$ cat src/rtl/core/swt_pkg.sv
// Shared types and constants for the sequence window tracker.
`default_nettype none
package swt_pkg;
    localparam int SeqW = 64;
    localparam int WinBits = 64;
    localparam int LimitW = 5;

    typedef enum logic [2:0] {
        ST_UNTRACKED = 3'd0,
        ST_FIRST     = 3'd1,
        ST_DUPLICATE = 3'd2,
        ST_IN_ORDER  = 3'd3,
        ST_GAP       = 3'd4,
        ST_REORDERED = 3'd5
    } status_t;

    typedef struct packed {
        logic [SeqW-1:0] source_key;
        logic [SeqW-1:0] seq_number;
    } in_beat_t;

    typedef struct packed {
        status_t         status;
        logic [SeqW-1:0] echoed_sequence;
        logic [SeqW-1:0] missed_count;
        logic [SeqW-1:0] total_packets;
        logic [SeqW-1:0] total_untracked;
        logic [SeqW-1:0] total_first;
        logic [SeqW-1:0] total_duplicate;
        logic [SeqW-1:0] total_in_order;
        logic [SeqW-1:0] total_gap;
        logic [SeqW-1:0] total_reordered;
        logic [SeqW-1:0] total_missed;
    } out_beat_t;
endpackage
`default_nettype wire

$ cat src/rtl/core/swt_counters.sv
// Class counters and saturating missed total.
`default_nettype none
module swt_counters (
    input  wire logic                      clk,
    input  wire logic                      rst_n,
    input  wire logic                      upd,
    input  wire swt_pkg::status_t          status,
    input  wire logic [swt_pkg::SeqW-1:0]  missed,
    output swt_pkg::out_beat_t             totals
);
    import swt_pkg::*;
    logic [SeqW-1:0] pk_reg, un_reg, fi_reg, du_reg, io_reg, gp_reg, ro_reg, ms_reg;
    logic [SeqW:0]   ms_sum;

    assign ms_sum = {1'b0, ms_reg} + {1'b0, missed};

    always_ff @(posedge clk or negedge rst_n)
    begin
        if (!rst_n)
        begin
            pk_reg <= '0; un_reg <= '0; fi_reg <= '0; du_reg <= '0;
            io_reg <= '0; gp_reg <= '0; ro_reg <= '0; ms_reg <= '0;
        end
        else if (upd)
        begin
            pk_reg <= pk_reg + 1'b1;
            case (status)
                ST_UNTRACKED: un_reg <= un_reg + 1'b1;
                ST_FIRST:     fi_reg <= fi_reg + 1'b1;
                ST_DUPLICATE: du_reg <= du_reg + 1'b1;
                ST_IN_ORDER:  io_reg <= io_reg + 1'b1;
                ST_GAP:
                begin
                    gp_reg <= gp_reg + 1'b1;
                    ms_reg <= ms_sum[SeqW] ? '1 : ms_sum[SeqW-1:0];
                end
                default:      ro_reg <= ro_reg + 1'b1;
            endcase
        end
    end

    always_comb
    begin
        totals = '0;
        totals.total_packets   = pk_reg;
        totals.total_untracked = un_reg;
        totals.total_first     = fi_reg;
        totals.total_duplicate = du_reg;
        totals.total_in_order  = io_reg;
        totals.total_gap       = gp_reg;
        totals.total_reordered = ro_reg;
        totals.total_missed    = ms_reg;
    end
endmodule
`default_nettype wire

$ cat config.mk
export PLATFORM = sky130hd
export DESIGN_NAME = swt_counters
export DESIGN_NICKNAME = d
export VERILOG_FILES = /design/src/rtl/core/swt_pkg.sv /design/src/rtl/core/swt_counters.sv
export SDC_FILE = /design/constraint.sdc
export NUM_CORES = 1
export LEC_CHECK = 0
export BUFFER_PORTS_ARGS = -buffer_cell sky130_fd_sc_hd__buf_2
export CAP_MARGIN = 20
export CORE_AREA = 5 5 275 277
export DETAILED_ROUTE_END_ITERATION = 16
export DIE_AREA = 0 0 280 282
export PLACE_DENSITY = 0.57
export SETUP_SLACK_MARGIN = 0.4
export SYNTH_ARGS = -nofsm -noshare
export SYNTH_HDL_FRONTEND = slang
export SYNTH_SLANG_ARGS = --single-unit
$ cat constraint.sdc
create_clock -name clk -period 5.4 [get_ports clk]
set_clock_uncertainty 0.05 [all_clocks]
set_input_delay 0.54 -clock clk [delete_from_list [all_inputs] [get_ports clk]]
set_output_delay 0.54 -clock clk [all_outputs]
set_load 0.01 [all_outputs]
# After elaboration in Yosys (flattened, before gate mapping)
# Cells that the tools add are included.
# op_classes
addsub	8
n_eq_ne	4
muxes	1
bitwise_logic	1
reduce_logical	8
# op_table
op	count
$add 64x1->64 const B	7
$add 64x64->65	1
$mux 64	1
$reduce_and 2->1	6
$eq 3x2->1 const B	2
$reduce_or 5->1	1
$eq 3x1->1 const B	1
$eq 3x3->1 const B	1
$logic_not 3->1	1
$not 1->1	1
# word_totals
regBits	512
in_bits	70
output_inout_bits	643
word_cells	30

# Logic depth before layout (Yosys ltp)
# depth
ltp_word	4
depth_mapped	13
mapped_depth_nobuf	12

# Worst setup path before layout
# No wires, ideal clock.
# synth_path
path_type	input port to flip-flop
startpoint	input port missed[0] in the netlist's numbering
endpoint	register ms_reg[62]
setup_ns	0.141
arrival_time_ns	3.314
required_ns	5.209
slack_ns	1.895
stages	12
path_buffers	0
path_cell_list	ha_1 -> fa_1 -> a211oi_1 -> o211ai_1 -> a41oi_1 -> a211oi_1 -> o31a_1 -> o21a_1 -> a41o_1 -> or4_1 -> o221ai_1 -> a211oi_1
# synth_via
elab_chain_len	2
# synth_lines
item	line	rtl
from (decl)	swt_counters.sv:8	input wire logic [swt_pkg::SeqW-1:0] missed,
$add 64x64->65	swt_counters.sv:15	assign ms_sum = {1'b0, ms_reg} + {1'b0, missed};
$mux 64	swt_counters.sv:35	ms_reg <= ms_sum[SeqW] ? '1 : ms_sum[SeqW-1:0];
to (signal assigned)	swt_counters.sv:35	
to (decl)	swt_counters.sv:12	logic [SeqW-1:0] pk_reg, un_reg, fi_reg, du_reg, io_reg, gp_reg, ro_reg, ms_reg;
# Every way passes these cells.
# A chain may end at the register's enable or synchronous reset.

# Worst setup path after layout
# layout_path
startpoint	register ms_reg[0]
endpoint	register ms_reg[62]
# layout_via
elab_chain_len	2
# layout_lines
item	line
$add 64x64->65	swt_counters.sv:15
$mux 64	swt_counters.sv:35
# Every way passes these cells.

==> out/qor.txt <==
Wire per inst -> 18.5 um
Max stage delay on crit path -> 0.54 ns
Fmax -> 0.229 GHz
Syn_area_per_cell -> 10.4 um^2
Cell Count, Final, Fillers Out -> 4119
Site Rows -> 99
Post-CTS sizing -> 0
Startpoint Class -> flip-flop
Clock tree from TritonCTS -> yes
Clock power share -> 0.328
Setup TNS -> 0 ns
TritonCTS Buffers -> 58
Register area share after synthesis -> 0.488
Critical path, cell by cell -> ha_1 -> fa_1 -> a211oi_1 -> o211ai_1 -> a41oi_1 -> a211oi_1 -> o31a_1 -> o21a_1 -> a41o_2 -> or4_1 -> o221ai_1 -> a211oi_1
Drt pass-1 iters -> 6
Starting Density -> 0.362
PortBufs -> 581
Ys flop type -> dfrtp_1
Switching share of power -> 0.338
RSZ-0062 raised after global routing -> no
Mapped Area -> 26300 um^2
Fraction of layout instances using a drive strength above 1 -> 0.231
Largest net degree at the start of global routing -> 120
Final Cycle Share -> 0.807
Number of global-route vias before repair -> 19.5k
Setup crit end kind -> flip-flop
Number of synthesized flops with an enable pin -> 0
Vias -> 20.1k
CTS root buf -> clkbuf_16
Status -> finished, final reports clean
H-tree levels -> 2
Drt total wl -> 76200 um
DRC viols -> 0
Peak supply drop -> 0.244 mV
Worst hold path stage count -> 3
Via density -> 4.87
Max Cap Violations -> 0
FFs w/ async S/R, synth -> 1.00
Chip height -> 282 um
CTS max path bufs -> 3
Post-route ant nets -> 0
Register share of total power -> 0.371
Slew @ Worst Pin -> 0.927 ns
Tot Pwr -> 0.0122 W
First-pass GRT wire length -> 117000 um
Area Overhead vs Synth -> 20.8%
Chip width -> 280 um
PwrDens -> 384 nW/um^2
Hpwl dp -> 58900 um
Slew Limit Headroom -> 0.377
Setup violators final -> 0
Fin crit period -> 4.36 ns
Psw -> 0.00413 W
Net count reported at finish -> 3251
Hold/Removal Path Class -> in -> reg
Clock Latency Late Sink -> 0.62 ns
Initial antenna violation count -> 10
Final Hold Vio Count -> 0
Critical path peak fanout -> 38
Setup CP Type -> reg -> reg
Cells after Synth -> 2520
Reg clk slew, reported paths -> 0.06 ns
Worst Path Required -> 5.82 ns
GR Overflow Total -> 0
Flip-flop and latch count after synthesis -> 512
Worst-case reg-to-reg path depth -> 12
Total track usage -> 0.183
CP max-delay cell -> a41o_2
Cell leakage power -> 15.9 nW
Comb power frac -> 0.301
Pins Over Slew Limit -> 0
Fill cell count -> 7203
Placed cell count -> 4007
Synth Warn # -> 0
Clock Sinks -> 512
Post-synth cell types -> 81
Hold WS -> 0.205 ns
Arr. time, crit path -> 4.78 ns
Die Area -> 79000 um^2
DRT iter0 DRCs -> 917
Int Pwr -> 0.00807 W
Num ports -> 713
GPL Wtd Cong -> 0.866
Core area -> 72600 um^2
Cell repeated most along the worst path -> a211oi_1
Reg-to-reg slack, setup -> 1.04 ns
-- routing by layer --
metal,part of all wire,routed length (um),vias to the layer above,GRT usage
met5,0.00095,72,-,0
met4,0.028,2150,12,0.0516
met3,0.066,5010,122,0.0484
met2,0.47,36200,462,0.297
met1,0.43,32700,9800,0.244
li1,-,-,9684,-
-- area by class of cell --
type | instances | area (um^2) | share of cell area
inverters | 38 | 143 | 0.00450
clock buffers | 89 | 1770 | 0.0558
well taps | 959 | 1200 | 0.0378
clock inverters | 18 | 189 | 0.00595
diodes | 4 | 10.0 | 0.000315
flip-flops and latches | 512 | 12800 | 0.404
multi-input cells | 1907 | 12600 | 0.396
repair buffers | 592 | 3040 | 0.0958
-- final timing paths --
kind | start | end
setup / recovery | ms_reg[0] | ms_reg[62]
hold / removal | missed[0] | ms_reg[0]
setup reg to reg | ms_reg[0] | ms_reg[62]
hold reg to reg | pk_reg[63] | pk_reg[63]
max in group asynchronous | rst_n | io_reg[34]
min in group asynchronous | rst_n | du_reg[56]
-- layout by cell type (no fill, tap or decap), drive strengths merged, types with 90 or more instances in the layout --
master  count
conb      131
nor2      147
buf       591
xor2      141
dfrtp     512
xnor2     359
nand2     272
nand3     152
nand4      90
and3       93
-- power by group through the flow --
| stage | clock, W | combinational (W) | sequential, W |
|---|---|---|---|
| 2_1_floorplan | 0 | 0.00242 | 0.00468 |
| 4_1_cts | 0.00414 | 0.00368 | 0.00453 |
| 6_report | 0.00400 | 0.00367 | 0.00452 |
| 3_3_place_gp | 0 | 0.00367 | 0.00458 |
| 5_1_grt | 0.00430 | 0.00406 | 0.00458 |
| 3_5_place_dp | 0 | 0.00365 | 0.00460 |
-- synth_stat cells, types with 28 or more instances --
library cell  count  share of area
nand4_1          87          0.021
nor2_1          142          0.020
clkbuf_1         49         0.0070
o22a_1           61          0.020
and3_1           92          0.022
xnor2_1         358           0.12
nand2_1         272          0.039
nand3_1         151          0.029
nor3_1           36         0.0069
ha_1             71          0.034
a21o_1           28         0.0080
dfrtp_1         512           0.49
buf_4           133          0.038
and4_1           41          0.014
a21oi_1          68          0.013
o21ai_0          30         0.0057
inv_1            38         0.0054
xor2_1          141          0.047
-- cell families (layout without fill, tap and decap cells) --
| kind of cell | after synthesis | in the layout | share of synthesized area |
|---|---|---|---|
| buf+inv | 231 | 737 | 0.0525 |
| flops | 512 | 512 | 0.488 |
| mux | 8 | 8 | 0.00338 |
| compound gates | 278 | 278 | 0.0744 |
| fa+ha+maj | 72 | 72 | 0.0346 |
| other cells | 1 | 135 | 0.000143 |
| simple gates | 918 | 918 | 0.180 |
| xor+xnor | 500 | 500 | 0.167 |
-- what timing repair did --
action                                 CTS  global route
buffers inserted                         0             0
endpoints found under the hold margin  102             0
hold buffers                             1             0
-- per-stage QoR --
stage                     utilization  area [um^2]  setup WS (ns)
final                           0.437        31700           1.04
after global routing            0.437        31700          0.811
after CTS                       0.437        31700           1.06
after detailed placement        0.410        29800          0.852
after global placement          0.410        29800          0.905
after floorplan                     -        26800           1.90
-- worst max-delay path: cells and delay by family (launching register included) --
| kind | cells | cell delay [ns] |
|---|---|---|
| flops | 1 | 0.40 |
| compound gates | 9 | 2.59 |
| simple gates | 1 | 0.50 |
| fa+ha+maj | 2 | 0.65 |
Power figures use the tool's default switching activity.
